===== src/hdl/mmps_pkg.sv =====
// ----------------------------------------------------------------------------
// mmps_pkg
// Shared types and constants for the max-min point subset selector.
// ----------------------------------------------------------------------------
package mmps_pkg;

    localparam int DEF_MAX_POINTS  = 256;
    localparam int DEF_MAX_SELECT  = 64;
    localparam int DEF_COORD_WIDTH = 16;

    localparam int DIST_W      = 64;
    localparam int SEL_COUNT_W = 7;
    localparam int INDEX_OUT_W = 8;

    localparam logic [SEL_COUNT_W-1:0] SEL_COUNT_RST = 7'd8;

    typedef enum logic [4:0] {
        S_LOAD,
        S_INIT,
        S_PASS_I,
        S_I_PT,
        S_I_REF,
        S_N_CH,
        S_N_PT,
        S_N_DIST,
        S_N_WAIT,
        S_K_RD,
        S_K_PT,
        S_K_REF,
        S_SWAP,
        S_SEL_INIT,
        S_SC_RD,
        S_SC_CMP,
        S_OUT_RD,
        S_OUT_LD,
        S_OUT_WAIT
    } state_t;

    // what the nearest-distance scan is computing for
    typedef enum logic [1:0] {
        PH_BEST,
        PH_CAND,
        PH_NN
    } phase_t;

endpackage


===== src/hdl/mmps_sqdist.sv =====
// ----------------------------------------------------------------------------
// mmps_sqdist
// Multi-cycle squared Euclidean distance, one square per cycle, saturating.
// ----------------------------------------------------------------------------
module mmps_sqdist #(
    parameter int COORD_WIDTH = 16
) (
    input  logic                          aclk,
    input  logic                          aresetn,
    input  logic                          start,
    input  logic [3*COORD_WIDTH-1:0]      pa,
    input  logic [3*COORD_WIDTH-1:0]      pb,
    output logic                          done,
    output logic [mmps_pkg::DIST_W-1:0]   dist_out
);
    import mmps_pkg::*;

    localparam int MW = COORD_WIDTH + 1;

    logic [MW-1:0]     mag_c   [3];
    logic [MW-1:0]     mag_reg [3];
    logic [1:0]        step_reg;
    logic              busy_reg;
    logic              done_reg;
    logic [DIST_W-1:0] acc_reg;
    logic [DIST_W-1:0] sq_reg;
    logic [MW-1:0]     mag_sel;
    logic [DIST_W-1:0] mag64;
    logic [DIST_W-1:0] sq_c;
    logic [DIST_W:0]   sum_c;

    always_comb begin
        logic [MW-1:0] diff;
        for (int c = 0; c < 3; c++) begin
            diff = {pa[c*COORD_WIDTH + COORD_WIDTH-1], pa[c*COORD_WIDTH +: COORD_WIDTH]}
                 - {pb[c*COORD_WIDTH + COORD_WIDTH-1], pb[c*COORD_WIDTH +: COORD_WIDTH]};
            mag_c[c] = diff[MW-1] ? (~diff + MW'(1)) : diff;
        end
    end

    always_comb begin
        case (step_reg)
            2'd0:    mag_sel = mag_reg[0];
            2'd1:    mag_sel = mag_reg[1];
            2'd2:    mag_sel = mag_reg[2];
            default: mag_sel = '0;
        endcase
        mag64 = DIST_W'(mag_sel);
        // magnitudes above 32 bits saturate the square
        sq_c  = (|mag64[DIST_W-1:32]) ? '1 : (mag64[31:0] * mag64[31:0]);
        sum_c = {1'b0, acc_reg} + {1'b0, sq_reg};
    end

    always_ff @(posedge aclk) begin
        if (!aresetn) begin
            busy_reg <= 1'b0;
            done_reg <= 1'b0;
            step_reg <= '0;
        end else begin
            done_reg <= 1'b0;
            if (start) begin
                busy_reg <= 1'b1;
                step_reg <= '0;
            end else if (busy_reg) begin
                if (step_reg == 2'd3) begin
                    busy_reg <= 1'b0;
                    done_reg <= 1'b1;
                end else begin
                    step_reg <= step_reg + 2'd1;
                end
            end
        end
    end

    always_ff @(posedge aclk) begin
        if (start) begin
            mag_reg <= mag_c;
            acc_reg <= '0;
            sq_reg  <= '0;
        end else if (busy_reg) begin
            acc_reg <= sum_c[DIST_W] ? '1 : sum_c[DIST_W-1:0];
            sq_reg  <= sq_c;
        end
    end

    assign done     = done_reg;
    assign dist_out = acc_reg;

endmodule


===== config.mk =====
export PLATFORM = sky130hd
export DESIGN_NAME = mmps_sqdist
export DESIGN_NICKNAME = d
export VERILOG_FILES = /design/src/hdl/mmps_pkg.sv /design/src/hdl/mmps_sqdist.sv
export SDC_FILE = /design/constraint.sdc
export NUM_CORES = 1
export LEC_CHECK = 0
export BUFFER_PORTS_ARGS = -buffer_cell sky130_fd_sc_hd__buf_2
export CAP_MARGIN = 20
export CORE_ASPECT_RATIO = 1.4
export CORE_MARGIN = 5
export CORE_UTILIZATION = 50
export CTS_BUF_LIST = sky130_fd_sc_hd__clkbuf_4 sky130_fd_sc_hd__clkbuf_8 sky130_fd_sc_hd__clkbuf_16
export DETAILED_ROUTE_END_ITERATION = 8
export HOLD_SLACK_MARGIN = 0.05
export PLACE_DENSITY = 0.71
export RECOVER_POWER = 50
export REMOVE_ABC_BUFFERS = 1
export SETUP_SLACK_MARGIN = 0.1
export SYNTH_ARGS = -nofsm -noshare
export SYNTH_HDL_FRONTEND = slang
export SYNTH_SLANG_ARGS = --single-unit

===== constraint.sdc =====
create_clock -name aclk -period 6.85 [get_ports aclk]
set_input_delay 1.0275 -clock aclk [delete_from_list [all_inputs] [get_ports aclk]]
set_output_delay 1.0275 -clock aclk [all_outputs]
set_load 0.05 [all_outputs]

==> results_dict.tcl <==
set metrics [dict create \
    placed_area_mm2 0.0218 \
    postSynthCellCount 2258 \
    worst_slew_pin_slew_ns 2.99 \
    drc 0 \
    port_buffers 163 \
    hold-worst-slack_ns 0.472 \
    cp_common_cell "fa_1" \
    dieArea_mm2 0.0426 \
    max_stage_delay_ns 0.53 \
    clock_sinks 152 \
    rsz0062_at_grt "yes" \
    fillers 3259 \
    ios 164 \
    worst_ep_required_time_ns 7.17 \
    seq_area_mm2 0.00356 \
    largest_reg_flops 64 \
    syn_to_final_growth_pct 20.7 \
    ys.warnings.count 0 \
    crit_slowest_cell "fa_1" \
    grt_usage_pct 23.8 \
    cts_max_level 4 \
    drt_iter0_drc 819 \
    startpoint_type "flip-flop" \
    die_w_um 176 \
    netlist.area_leader.share_pct 20.2 \
    outcome "complete, but fails checks" \
    die_y_um 242 \
    ys_async_sr_fraction_pct 0 \
    grt_pass1_vias 17335 \
    synth.area.top_cells "fa_1 (20%), ha_1 (13%), dfxtp_1 (11%)" \
    multiInputGateArea_mm2 0.0146 \
    max-cap-violations 2 \
    clock.fmax_mhz 147 \
    via_per_inst 5.51 \
    pre_cts_slack_ns -0.267 \
    setup_viol_count_final 0 \
    yosysSeqAreaShare_pct 18.5 \
    finalClockSkew_ns 0.00876 \
    clk_pin_slew_ns 0.06 \
    fin_crit_ns 6.78 \
    cts_buffers 17 \
    violations "max-capacitance violations, max-slew violations" \
    cts_tree "yes" \
    endpoint_kind "flip-flop" \
    final_cell_area_mm2 0.0232 \
    synth_cell_type_count 81 \
    vias 16880 \
    antennaDiodeCount 0 \
    yosysMostFrequentCell "inv_1" \
    core_mm2 0.0383 \
    clk_path_buf_depth 2 \
    drtPass1Iterations 5 \
    wl_per_cell_um 16.9 \
    max-slew-margin-rel_pct -99.2 \
    insertion_delay_ns 0.46 \
    setup.worst_path.class "reg -> reg" \
    routed_wl_um 52000 \
    worstPathMaxFanout 8 \
    fp-row-count 85 \
    nets 3063 \
    synth_area_mm2 0.0192 \
    setup_ws_ns 0.0691 \
    grt_pass1_wl_um 83300 \
    hp-class "reg -> reg" \
    yosysTopAreaCell "fa_1" \
    grt_max_degree 83 \
    finalCritPeriodShare_pct 99.0 \
    syn_avg_cell_area_um2 8.52 \
    drive_above_1_share_pct 19.5 \
    gp_congestion 0.963 \
    synth_common_cells "inv_1 (377), nor2_1 (203), ha_1 (195)" \
    synth-edff-count 51 \
    hold_viol 0 \
    antenna_found_initial 0 \
    postRouteAntennaNets 0 \
    slew_violations 116 \
    arrival_ns 7.10 \
    synth-main-ff-cell "dfxtp_1" \
    start_util_pct 50.3 \
    overflow 0 \
    dp_hpwl_um 42800 \
    synth-seq-cells 152 \
    root_buffer "clkbuf_16" \
]
worst max-delay path: cells and delay by family, from the launching register on:
family / cells / cell delay [ns]
flip-flops: 1 / 0.39
AND/OR/NAND/NOR: 3 / 0.38
buffers and inverters: 10 / 0.68
adder cells (fa/ha/maj): 8 / 3.11
AO/OA/AOI/OAI: 9 / 2.04
repair_timing:
action,4_1_cts,5_1_grt
hold buffers,0,0
resized for setup,66,111
buffers inserted,9,13
cloned,0,3
endpoints found under the setup margin,16,17
pin swaps,27,89
layout make-up:
class / instances / area share, %
clock buffer: 24 / 2.21
tap: 478 / 2.57
multi-input combinational: 1657 / 62.9
clock inverter: 8 / 0.361
timing repair buffer: 368 / 10.4
sequential: 152 / 15.3
inverter: 379 / 6.18
layer usage:
layer | vias to the layer above | wire length (um) | part of all wire, % | GRT usage [%]
met5 | - | 0 | 0 | 0
met4 | 0 | 2710 | 5.2 | 12.3
met3 | 128 | 1880 | 3.6 | 3.15
met2 | 433 | 27700 | 53 | 44.7
met1 | 8075 | 19700 | 38 | 25.9
li1 | 8244 | - | - | -
placed cells by master, fill, tap and decap left out, drive strengths merged, types with 34 or more instances in the layout:
cell and instances:
xnor2 99, edfxtp 51, buf 298, o21ai 88, nor3 36, nand2 181, dfxtp 101, clkbuf 94
nand2b 34, inv 382, nor2 204, fa 194, ha 195, a21o 53, a21oi 97, xor2 54
per-stage QoR:
step                utilization, %  cells  setup TNS, ns
floorplan                        -   2188          -2.81
global placement              57.0   3011         -0.705
detailed placement            57.0   3011          -1.96
CTS                           59.5   3052              0
global route                  60.7   3066          -1.00
finish                        60.7   3066              0
worst paths after layout:
kind,start,endpoint,slack (ns),cells past startpoint
worst max-delay path,step_reg[0]$_SDFFE_PP0P_,sq_reg[24]$_SDFFE_PP0P_,0.07,30
worst min-delay path,sq_reg[28]$_SDFFE_PP0P_,sq_reg[28]$_SDFFE_PP0P_,0.47,2
worst max register to register,step_reg[0]$_SDFFE_PP0P_,sq_reg[24]$_SDFFE_PP0P_,0.07,30
worst min register to register,sq_reg[28]$_SDFFE_PP0P_,sq_reg[28]$_SDFFE_PP0P_,0.47,2
logic make-up after synthesis:
kind of cell               synth area share, %
adders and majority gates                 32.9
AOI/OAI and AO/OA                         16.4
muxes                                    0.780
xor gates and xnor gates                  6.96
and+or+nand+nor                           15.7
DFF                                       18.5
buffers and inverters                     8.78
Power is left out: the tool's default activity adds up to more than one toggle a clock period on the data nets, which glitch-free logic cannot reach.
