**config.mk**
```make
export PLATFORM = sky130hd
export DESIGN_NAME = mmps_ram
export DESIGN_NICKNAME = d
export VERILOG_FILES = /design/src/hdl/mmps_ram.sv
export SDC_FILE = /design/constraint.sdc
export NUM_CORES = 1
export LEC_CHECK = 0
export BUFFER_PORTS_ARGS = -buffer_cell sky130_fd_sc_hd__buf_2
export CELL_PAD_IN_SITES_DETAIL_PLACEMENT = 1
export CELL_PAD_IN_SITES_GLOBAL_PLACEMENT = 1
export CORE_MARGIN = 5
export CORE_UTILIZATION = 56
export DETAILED_ROUTE_END_ITERATION = 6
export GPL_TIMING_DRIVEN = 0
export HOLD_SLACK_MARGIN = 0.12
export PLACE_DENSITY = 0.77
export SLEW_MARGIN = 10
export SYNTH_ARGS = -nofsm -noshare
export SYNTH_HDL_FRONTEND = slang
export SYNTH_SLANG_ARGS = --single-unit
export TNS_END_PERCENT = 50
```
**constraint.sdc**
```tcl
create_clock -name aclk -period 2.6 [get_ports aclk]
set_input_delay 0.52 -clock aclk [delete_from_list [all_inputs] [get_ports aclk]]
set_output_delay 0.52 -clock aclk [all_outputs]
set_load 0.01 [all_outputs]
```
**src/hdl/mmps_ram.sv**
```systemverilog
// ----------------------------------------------------------------------------
// mmps_ram
// Simple dual-port synchronous RAM, one write and one registered read port.
// ----------------------------------------------------------------------------
module mmps_ram #(
    parameter int WIDTH = 8,
    parameter int DEPTH = 64
) (
    input  logic                                      aclk,
    input  logic                                      we,
    input  logic [((DEPTH > 1) ? $clog2(DEPTH) : 1)-1:0] waddr,
    input  logic [WIDTH-1:0]                          wdata,
    input  logic [((DEPTH > 1) ? $clog2(DEPTH) : 1)-1:0] raddr,
    output logic [WIDTH-1:0]                          rdata
);

    logic [WIDTH-1:0] mem [DEPTH];

    always_ff @(posedge aclk) begin
        if (we) begin
            mem[waddr] <= wdata;
        end
    end

    always_ff @(posedge aclk) begin
        rdata <= mem[raddr];
    end

endmodule

```
==> flow_summary.yaml, run 1 <==
outcome:
  status: "finished clean"
timing:
  slew_headroom_pct: 16.1
  final.setup.tns_ns: 0
  tightest_slew_ns: 1.26
  period_needed_ns: 2.60
  finalHoldViolations: 0
  fin_ws_ns: 0.00181
  drv_slew: 0
  setup_viol: 0
  finClkSkew_ns: 0.0173
  period_share_pct: 99.9
  fmax_ghz: 0.385
  rsz0062_at_grt: "no"
floorplan:
  core-area_mm2: 0.0356
  placementRows: 69
  start_util_pct: 56.7
  fp.dieArea_mm2: 0.0399
  die_h_um: 200
  die_w_um: 200
  io-pin-count: 30
synthesis:
  synth.area.mux_share_pct: 15.9
  syn-num-nets: 962
  ys_seq_area_share_pct: 77.0
  synth-compound-area-share_pct: 2.07
  synth_edf_count: 512
  synth.distinct_cells: 40
  dominantRegCellSynth: "edfxtp_1"
  async_flop_share_pct: 0
  syn_avg_cell_area_um2: 21.5
  synth-simple-area-share_pct: 3.39
  synth_seq_cells: 520
  yosys_warnings: 0
  syn_inst: 940
  synth_xor_area_share_pct: 0
  synthAdderAreaFrac_pct: 0
  synth_top_family_by_area: "multiplexers"
  syn_area_mm2: 0.0202
grt:
  antenna_found_initial: 1
  grt_max_degree: 65
  grt_pass1_vias: 10600
  grt_pass1_wl_mm: 73.1
  grt_overflow: 0
  grt_use_total_pct: 25.9
run:
  max_cap_violations: 0
critical_path:
  critical_path_class: "primary input to flip-flop"
  startpoint_type: "primary input"
  required_ns: 3.02
  cp_data_arrival_time_ns: 3.02
  path_max_fanout: 10
  endpoint_kind: "flip-flop"
route:
  ant_nets: 0
  vias: 9895
  first_iter_violations: 1092
  first_pass_iters: 6
  drc_errors: 0
  wl_mm: 49.9
  routedWlPerCell_um: 33.0
  vias_per_cell: 6.55
clock_network:
  cts_tree: "yes"
  cts_sinks: 520
  cts_root_buffer: "clkbuf_16"
  hold_buffers: 0
  cts_buffers: 52
  clk_latency_ns: 0.59
  htree_levels: 2
  clk_pin_slew_ns: 0.06
  post-cts-setup-buffers: 0
  ctsLongestPathBuffers: 3
cells_and_area:
  stdcell_area_mm2: 0.0224
  multi_input_area_mm2: 0.00432
  drive_above_1_share_pct: 24.5
  antenna_cells: 0
  regArea_mm2: 0.0155
  stdcell_count: 1511
  nNetsFinal: 1036
  num-fill-cells: 2937
  syn_to_final_growth_pct: 11.0
placement:
  dp_slack_ns: -0.832
  numPlacedInstances: 1422
  place_area_mm2: 0.0208
  dp_hpwl_mm: 31.7
  port_buffers: 21
  place_congestion: 0.872
pwr:
  p_leak_uw: 0.00696
  p_per_area_mw_per_mm2: 761
  p_total_uw: 17000
  ir_worst_vdd_uv: 536
worst_hold_path:
  hp-class: "primary input to flip-flop"
repair_timing:
action                     CTS  global route
pin swaps                    0             0
resized for setup            5             2
setup endpoints to repair    7             4
cells by family (layout without fill, tap and decap cells):
group | Yosys count | in the layout
compound gates | 54 | 54
flops | 520 | 520
buf+inv | 51 | 161
mux | 162 | 162
simple gates | 153 | 153
sequential cells by signal, summed over array words and instances (netlist names):
signal	cells
mem	512
rdata	8
final timing paths:
check,startpoint,endpoint,slack [ns],cells past startpoint
max,raddr[1],rdata[3]$_DFF_P_,0.002,9
min reg2reg,mem[6][7]$_DFFE_PP_,rdata[7]$_DFF_P_,0.92,4
max reg2reg,mem[55][7]$_DFFE_PP_,rdata[7]$_DFF_P_,0.44,4
min,raddr[5],rdata[5]$_DFF_P_,0.34,2
worst max-delay path, stage by stage:
cell,delay (ns)
buf_4,0.20
buf_2,0.33
buf_4,0.31
buf_2,0.39
nand3_1,0.40
o221ai_1,0.35
a21oi_1,0.07
o21ai_1,0.23
o41ai_1,0.20
stage by stage:
stage / hold WS (ns) / utilization [%]
after detailed placement: 0.898 / 58.6
after global routing: 0.298 / 62.9
final: 0.341 / 62.9
after global placement: 0.863 / 58.6
after floorplan: 0.619 / -
after CTS: 0.315 / 62.9
power by group:
group          leakage [µW]  switching, µW  total [µW]  internal (µW)
logic               0.00155            598         929            331
registers           0.00467           17.4        9300           9280
clock network      0.000732           3010        6810           3800
total               0.00696           3620       17000          13400
Yosys cell counts (2+ instances only):
master	instances	area share, %
o221a_2	2	0.11
buf_6	4	0.22
mux4_2	126	14
o21a_1	2	0.074
buf_2	11	0.27
nor4_1	2	0.062
dfxtp_1	8	0.79
o41ai_1	2	0.087
a2111oi_0	2	0.087
buf_12	2	0.20
a22oi_1	3	0.11
nor3_1	7	0.17
buf_1	4	0.074
nand4_1	2	0.062
a211oi_1	4	0.15
nor2b_1	14	0.43
mux2_2	13	0.73
buf_4	13	0.48
o21ai_0	2	0.050
o221ai_1	8	0.35
mux2i_1	23	1.1
a21oi_1	3	0.074
o2111ai_1	3	0.13
nand2b_1	7	0.22
a221oi_1	6	0.26
o32ai_1	2	0.087
nor2_1	83	1.5
nand3b_1	3	0.11
o2bb2ai_1	3	0.13
o22ai_1	8	0.25
clkbuf_1	17	0.32
nand3_1	13	0.32
o21ai_1	2	0.050
edfxtp_1	512	76
nand2_1	19	0.35
cell type report:
type,instances,area share (%)
Buffer,49,1.46
Multi-Input combinational cell,369,19.3
Clock inverter,22,0.520
Clock buffer,68,6.18
Sequential cell,520,69.4
Timing Repair Buffer,22,0.581
Tap cell,461,2.58
layout by cell type (no fill, tap or decap), types with 14 or more instances in the layout:
cell and instances:
edfxtp_1 512, mux4_2 126, nor2_1 83, clkbuf_16 53
clkbuf_1 29, buf_2 29, mux2i_1 23, nand2_1 19
buf_4 16, clkinv_1 15, nor2b_1 14
per-layer routing:
| metal | up-vias | GRT usage, % | wire length (µm) |
|---|---|---|---|
| li1 | 4078 | - | - |
| met2 | 516 | 40.5 | 23900 |
| met3 | 100 | 8.24 | 5100 |
| met4 | 2 | 7.72 | 1530 |
| met5 | - | 0 | 13 |
| met1 | 5199 | 36.0 | 19300 |
(Power assumes the default switching activity.)
==> inputs of run 2 (changes only) <==
ABC_AREA = 1   (was unset)
CORE_UTILIZATION = 51   (was 56)
==> run 2 against run 1 <==
Against the previous run:
- synthesized cell count up 92%
- final cell count up 64%
- power up 7.8%
- setup slack better by 0.023 ns
- critical endpoint is now mem[27][7]$_DFFE_PP_
- highest routed layer is now met4
==> flow_summary.yaml, run 2 <==
cells_and_area:
  reg.largest.list: "mem x512, rdata x8"
  layout_common_cells: "648 x nand2_1, 512 x edfxtp_1, 439 x nand3_1"
  num-fill-cells: 4290
  largest_reg_flops: 512
  layout_commonest_cell: "nand2_1"
  syn_to_final_growth_pct: 12.5
  nNetsFinal: 1912
  top_register: "mem"
  drive_above_1_share_pct: 10.6
floorplan:
  placementRows: 75
  fp.dieArea_mm2: 0.0460
  die_h_um: 215
  start_util_pct: 51.2
  die_w_um: 215
  io-pin-count: 30
  core-area_mm2: 0.0417
outcome:
  status: "finished clean"
timing:
  finalHoldViolations: 0
  finClkSkew_ns: 0.0217
  drv_slew: 0
  period_needed_ns: 2.58
  setup_viol: 0
  whs_ns: 0.447
  rsz0062_at_grt: "no"
  period_share_pct: 99.1
  tightest_slew_ns: 1.11
  final.setup.tns_ns: 0
  slew_headroom_pct: 25.7
  fin_ws_ns: 0.0243
  fmax_ghz: 0.388
synthesis:
  synth_top_cell_by_area: "edfxtp_1"
  synth_common_cells: "648 x nand2_1, 512 x edfxtp_1, 439 x nand3_1, 56 x nor2_1, 37 x buf_2"
  netlist_top_cells_area: "edfxtp_1 72%, nand2_1 11%, nand3_1 10%"
  yosys_warnings: 0
  synth_seq_cells: 520
  synth_edf_count: 512
  async_flop_share_pct: 0
  dominantRegCellSynth: "edfxtp_1"
  yosysTopAreaCellShare_pct: 72.0
  synth.distinct_cells: 16
  syn_area_mm2: 0.0213
  syn_inst: 1805
  synth.most_common_cell: "nand2_1"
  syn-num-nets: 1827
  ys_seq_area_share_pct: 72.8
  syn_avg_cell_area_um2: 11.8
grt:
  grt_overflow: 0
  grt_pass1_vias: 15900
  grt_use_total_pct: 29.7
  grt_max_degree: 65
  antenna_found_initial: 1
  grt_pass1_wl_mm: 102
pwr:
  p_leak_uw: 0.00872
  ir_worst_vdd_uv: 584
  p_per_area_mw_per_mm2: 765
  p_total_uw: 18400
critical_path:
  rrSetupSlack_ns: 1.03
  cpPeakStageDelay_ns: 1.07
  critical_path_class: "primary input to flip-flop"
  rr_worst_depth: 8
  cp_cell_sequence: "clkbuf_1 > inv_1 > nand4_1 > nor2_1"
  cp_data_arrival_time_ns: 2.79
  reg2reg_to: "rdata[5]$_DFF_P_"
  reg2reg_from: "mem[51][5]$_DFFE_PP_"
  startpoint_type: "primary input"
  path_max_fanout: 9
  crit_slowest_cell: "nor2_1"
  required_ns: 2.81
  endpoint_kind: "flip-flop"
route:
  dr_wl_met2_mm: 34.4
  ant_nets: 0
  vias: 15100
  first_iter_violations: 1543
  drc_errors: 0
  topRoutingLayerUsed: "met4"
  wl_mm: 69.3
  routed-wl-met3_mm: 5.06
  routedWlPerCell_um: 28.0
  first_pass_iters: 5
  vias_per_cell: 6.13
  wl_met1_mm: 26.0
clock_network:
  clk_pin_slew_ns: 0.06
  cts_sinks: 520
  cts_root_buffer: "clkbuf_16"
  htree_levels: 2
  hold_buffers: 0
  post-cts-setup-buffers: 0
  cts_resized: 0
  ctsLongestPathBuffers: 3
  cts_buffers: 54
  clk_latency_ns: 0.61
  cts_tree: "yes"
placement:
  dp_slack_ns: -0.460
  dp_hpwl_mm: 46.1
  place_congestion: 0.929
  port_buffers: 21
worst_hold_path:
  whs_path_depth: 3
  hp-class: "primary input to flip-flop"
  hold_path_end: "rdata[2]$_DFF_P_"
  worstHoldStart: "raddr[5]"
run:
  max_cap_violations: 0
[run 2: cell types whose count changed after synthesis, moves of 10 or more]
cell / previous run / this run
buf_6: 4 / 35
buf_2: 11 / 37
nor2_1: 83 / 56
nor2b_1: 14 / 0
nand3_1: 13 / 439
mux2_2: 13 / 0
mux2i_1: 23 / 0
nand2_1: 19 / 648
mux4_2: 126 / 0
inv_1: 0 / 10
[run 2: metrics by stage]
stage | cells | util [%] | instance area (µm²)
floorplan | 1805 | - | 21300
global placement | 2365 | 53.1 | 22100
detailed placement | 2373 | 53.4 | 22200
CTS | 2472 | 57.6 | 24000
global route | 2473 | 57.6 | 24000
finish | 2473 | 57.6 | 24000
[run 2: kinds of logic (layout without fill, tap and decap cells)]
logic type / count (synthesis) / in the layout / synth area share, %
other: 0 / 1 / 0
AND/OR/NAND/NOR: 1160 / 1160 / 23.2
buffers and inverters: 125 / 253 / 4.02
flip-flops: 520 / 520 / 72.8
[run 2: area by class of cell]
class,instances,area (µm²),area share (%)
clock inverter,31,298,1.24
antenna,1,2.50,0.0104
tap,539,674,2.81
sequential,520,15500,64.7
multi-input combinational,1160,5000,20.8
clock buffer,68,1460,6.06
inverter,12,50.0,0.209
buffer,113,808,3.37
timing repair buffer,29,183,0.761
[run 2: layer usage]
layer  GRT usage (%)  vias to the layer above
li1                -                     6535
met1            37.4                     7691
met2            50.4                      738
met3            4.29                      184
met4            15.6                        0
met5               0                        -
[run 2: how the worst max path moves through the flow]
stage | startpoint | endpoint | cells past startpoint
finish | waddr[2] | mem[27][7]$_DFFE_PP_ | 4
global route | waddr[1] | mem[25][7]$_DFFE_PP_ | 4
CTS | waddr[1] | mem[25][7]$_DFFE_PP_ | 4
detailed placement | waddr[1] | mem[25][5]$_DFFE_PP_ | 4
global placement | we | mem[53][1]$_DFFE_PP_ | 3
floorplan | we | mem[48][0]$_DFFE_PP_ | 3
[run 2: report_power, final]
| part | switching (µW) | internal (µW) |
|---|---|---|
| Sequential | 18.3 | 9280 |
| Clock | 3230 | 4530 |
| Combinational | 980 | 318 |
[run 2: worst max-delay path, delay by kind of cell]
kind,cells,cell delay (ns)
simple gates,2,1.68
buf+inv,2,0.58
==> inputs of run 3 (changes only) <==
ABC_AREA = unset   (was 1)
CORE_UTILIZATION = 56   (was 51)
REMOVE_ABC_BUFFERS = 1   (was unset)
==> run 3 against run 2 <==
Against the previous run:
- critical path depth grew 2
- non-clock buffer count shrank 108
- power fell by 2.4%
- cell area is 6.2% lower
- sequential power about the same
- final cell count decreased by 40%
- die area shrank 13%
==> flow_summary.yaml, run 3 (synthesis results as in run 1) <==
outcome:
  status: "finished clean"
route:
  ant_nets: 0
  first_pass_iters: 4
  vias_per_cell: 6.48
  routedWlPerCell_um: 31.5
  wl_mm: 46.5
  drc_errors: 0
  vias: 9568
  first_iter_violations: 941
timing:
  fmax_ghz: 0.396
  finClkSkew_ns: 0.0161
  tightest_slew_ns: 1.27
  period_needed_ns: 2.52
  rsz0062_at_grt: "no"
  setup_viol: 0
  period_share_pct: 97.1
  drv_slew: 0
  slew_headroom_pct: 15.6
  finalHoldViolations: 0
cells_and_area:
  num-fill-cells: 2864
  stdcell_area_mm2: 0.0225
  regArea_mm2: 0.0155
  antenna_cells: 0
  drive_above_1_share_pct: 25.0
  top_register: "mem"
  syn_to_final_growth_pct: 11.6
  layout_commonest_cell: "edfxtp_1"
  nNetsFinal: 998
  largest_reg_flops: 512
  utilization_pct: 63.3
  reg.largest.list: "mem x512, rdata x8"
  multi_input_area_mm2: 0.00433
  layout_common_cells: "512 x edfxtp_1, 126 x mux4_2, 83 x nor2_1"
placement:
  dp_hpwl_mm: 26.8
  place_congestion: 0.761
  place_area_mm2: 0.0207
  port_buffers: 29
critical_path:
  endpoint_kind: "flip-flop"
  cp_data_arrival_time_ns: 2.94
  required_ns: 3.02
  rr_worst_depth: 5
  path_max_fanout: 57
  critical_path_class: "primary input to flip-flop"
  critPathLaunch: "raddr[1]"
  reg2reg_from: "mem[21][6]$_DFFE_PP_"
  startpoint_type: "primary input"
run:
  max_cap_violations: 0
worst_hold_path:
  hp-class: "primary input to flip-flop"
  worstHoldStart: "wdata[7]"
  whs_path_depth: 1
grt:
  grt_max_degree: 65
  grt_pass1_vias: 10200
  antenna_found_initial: 2
  grt_pass1_wl_mm: 69.5
  grt_overflow: 0
  grt_use_total_pct: 24.2
floorplan:
  io-pin-count: 30
  die_h_um: 200
  core-area_mm2: 0.0356
  fp.dieArea_mm2: 0.0399
  die_w_um: 200
  start_util_pct: 56.7
  placementRows: 69
clock_network:
  post-cts-setup-buffers: 0
  ctsLongestPathBuffers: 3
  cts_buffers: 51
  clk_latency_ns: 0.58
  htree_levels: 2
  clk_pin_slew_ns: 0.06
  cts_tree: "yes"
  cts_sinks: 520
  cts_root_buffer: "clkbuf_16"
  hold_buffers: 0
pwr:
  ir_worst_vdd_uv: 730
  p_leak_uw: 0.00702
  p_per_area_mw_per_mm2: 796
[run 3: changes by cell type in the layout (fill, tap and decap cells not counted), sizes merged, moves of 12 or more]
cell,change
mux2,+13
clkbuf,-25
nor2,+27
nor2b,+14
buf,-94
mux2i,+23
mux4,+126
nand3,-426
inv,-12
nand2,-629
[run 3: power by group]
group / internal (µW) / switching, µW
clock network: 4690 / 3070
logic: 321 / 549
registers: 9280 / 18.0
total: 14300 / 3640
[run 3: cell type report]
cell class,count,share of cell area (%)
flip-flops and latches,520,69.0
multi-input cells,369,19.2
clock buffers,58,5.97
well taps,461,2.56
clock inverters,34,1.84
repair buffers,34,1.42
[run 3: what timing repair did]
action                                  CTS  global route
resized for setup                         2             1
cloned                                    1             0
endpoints found under the setup margin    8             2
[run 3: final timing paths]
path                               end  slack [ns]
setup reg to reg      rdata[6]$_DFF_P_        0.36
setup / recovery      rdata[0]$_DFF_P_        0.08
hold / removal    mem[51][7]$_DFFE_PP_        0.39
hold reg to reg       rdata[0]$_DFF_P_        0.98
[run 3: critical path: stages]
cell and delay (ns):
buf_6 0.36, buf_16 0.35, mux4_2 0.57, mux2_2 0.30
a221oi_1 0.57, o2bb2ai_1 0.21
[run 3: stage by stage]
| step | worst slack (ns) | instances | TNS, ns | hold slack, ns | power, µW |
|---|---|---|---|---|---|
| floorplan | 0.719 | 889 | 0 | 0.619 | 9840 |
| global placement | -3.66 | 1379 | -32.61 | 0.918 | 10300 |
| detailed placement | -0.886 | 1382 | -19.63 | 0.916 | 10300 |
| CTS | 0.0572 | 1475 | 0 | 0.396 | 18000 |
| global route | 0.0254 | 1476 | 0 | 0.383 | 18500 |
| finish | 0.0753 | 1476 | 0 | 0.388 | 17900 |
[run 3: metal layers]
layer	global-route usage (%)	vias to the layer above	share of wire [%]
met5	0	-	0.047
met4	7.12	4	2.9
met3	4.87	86	7.4
met2	39.2	391	50
met1	34.3	5093	40
li1	-	3994	-
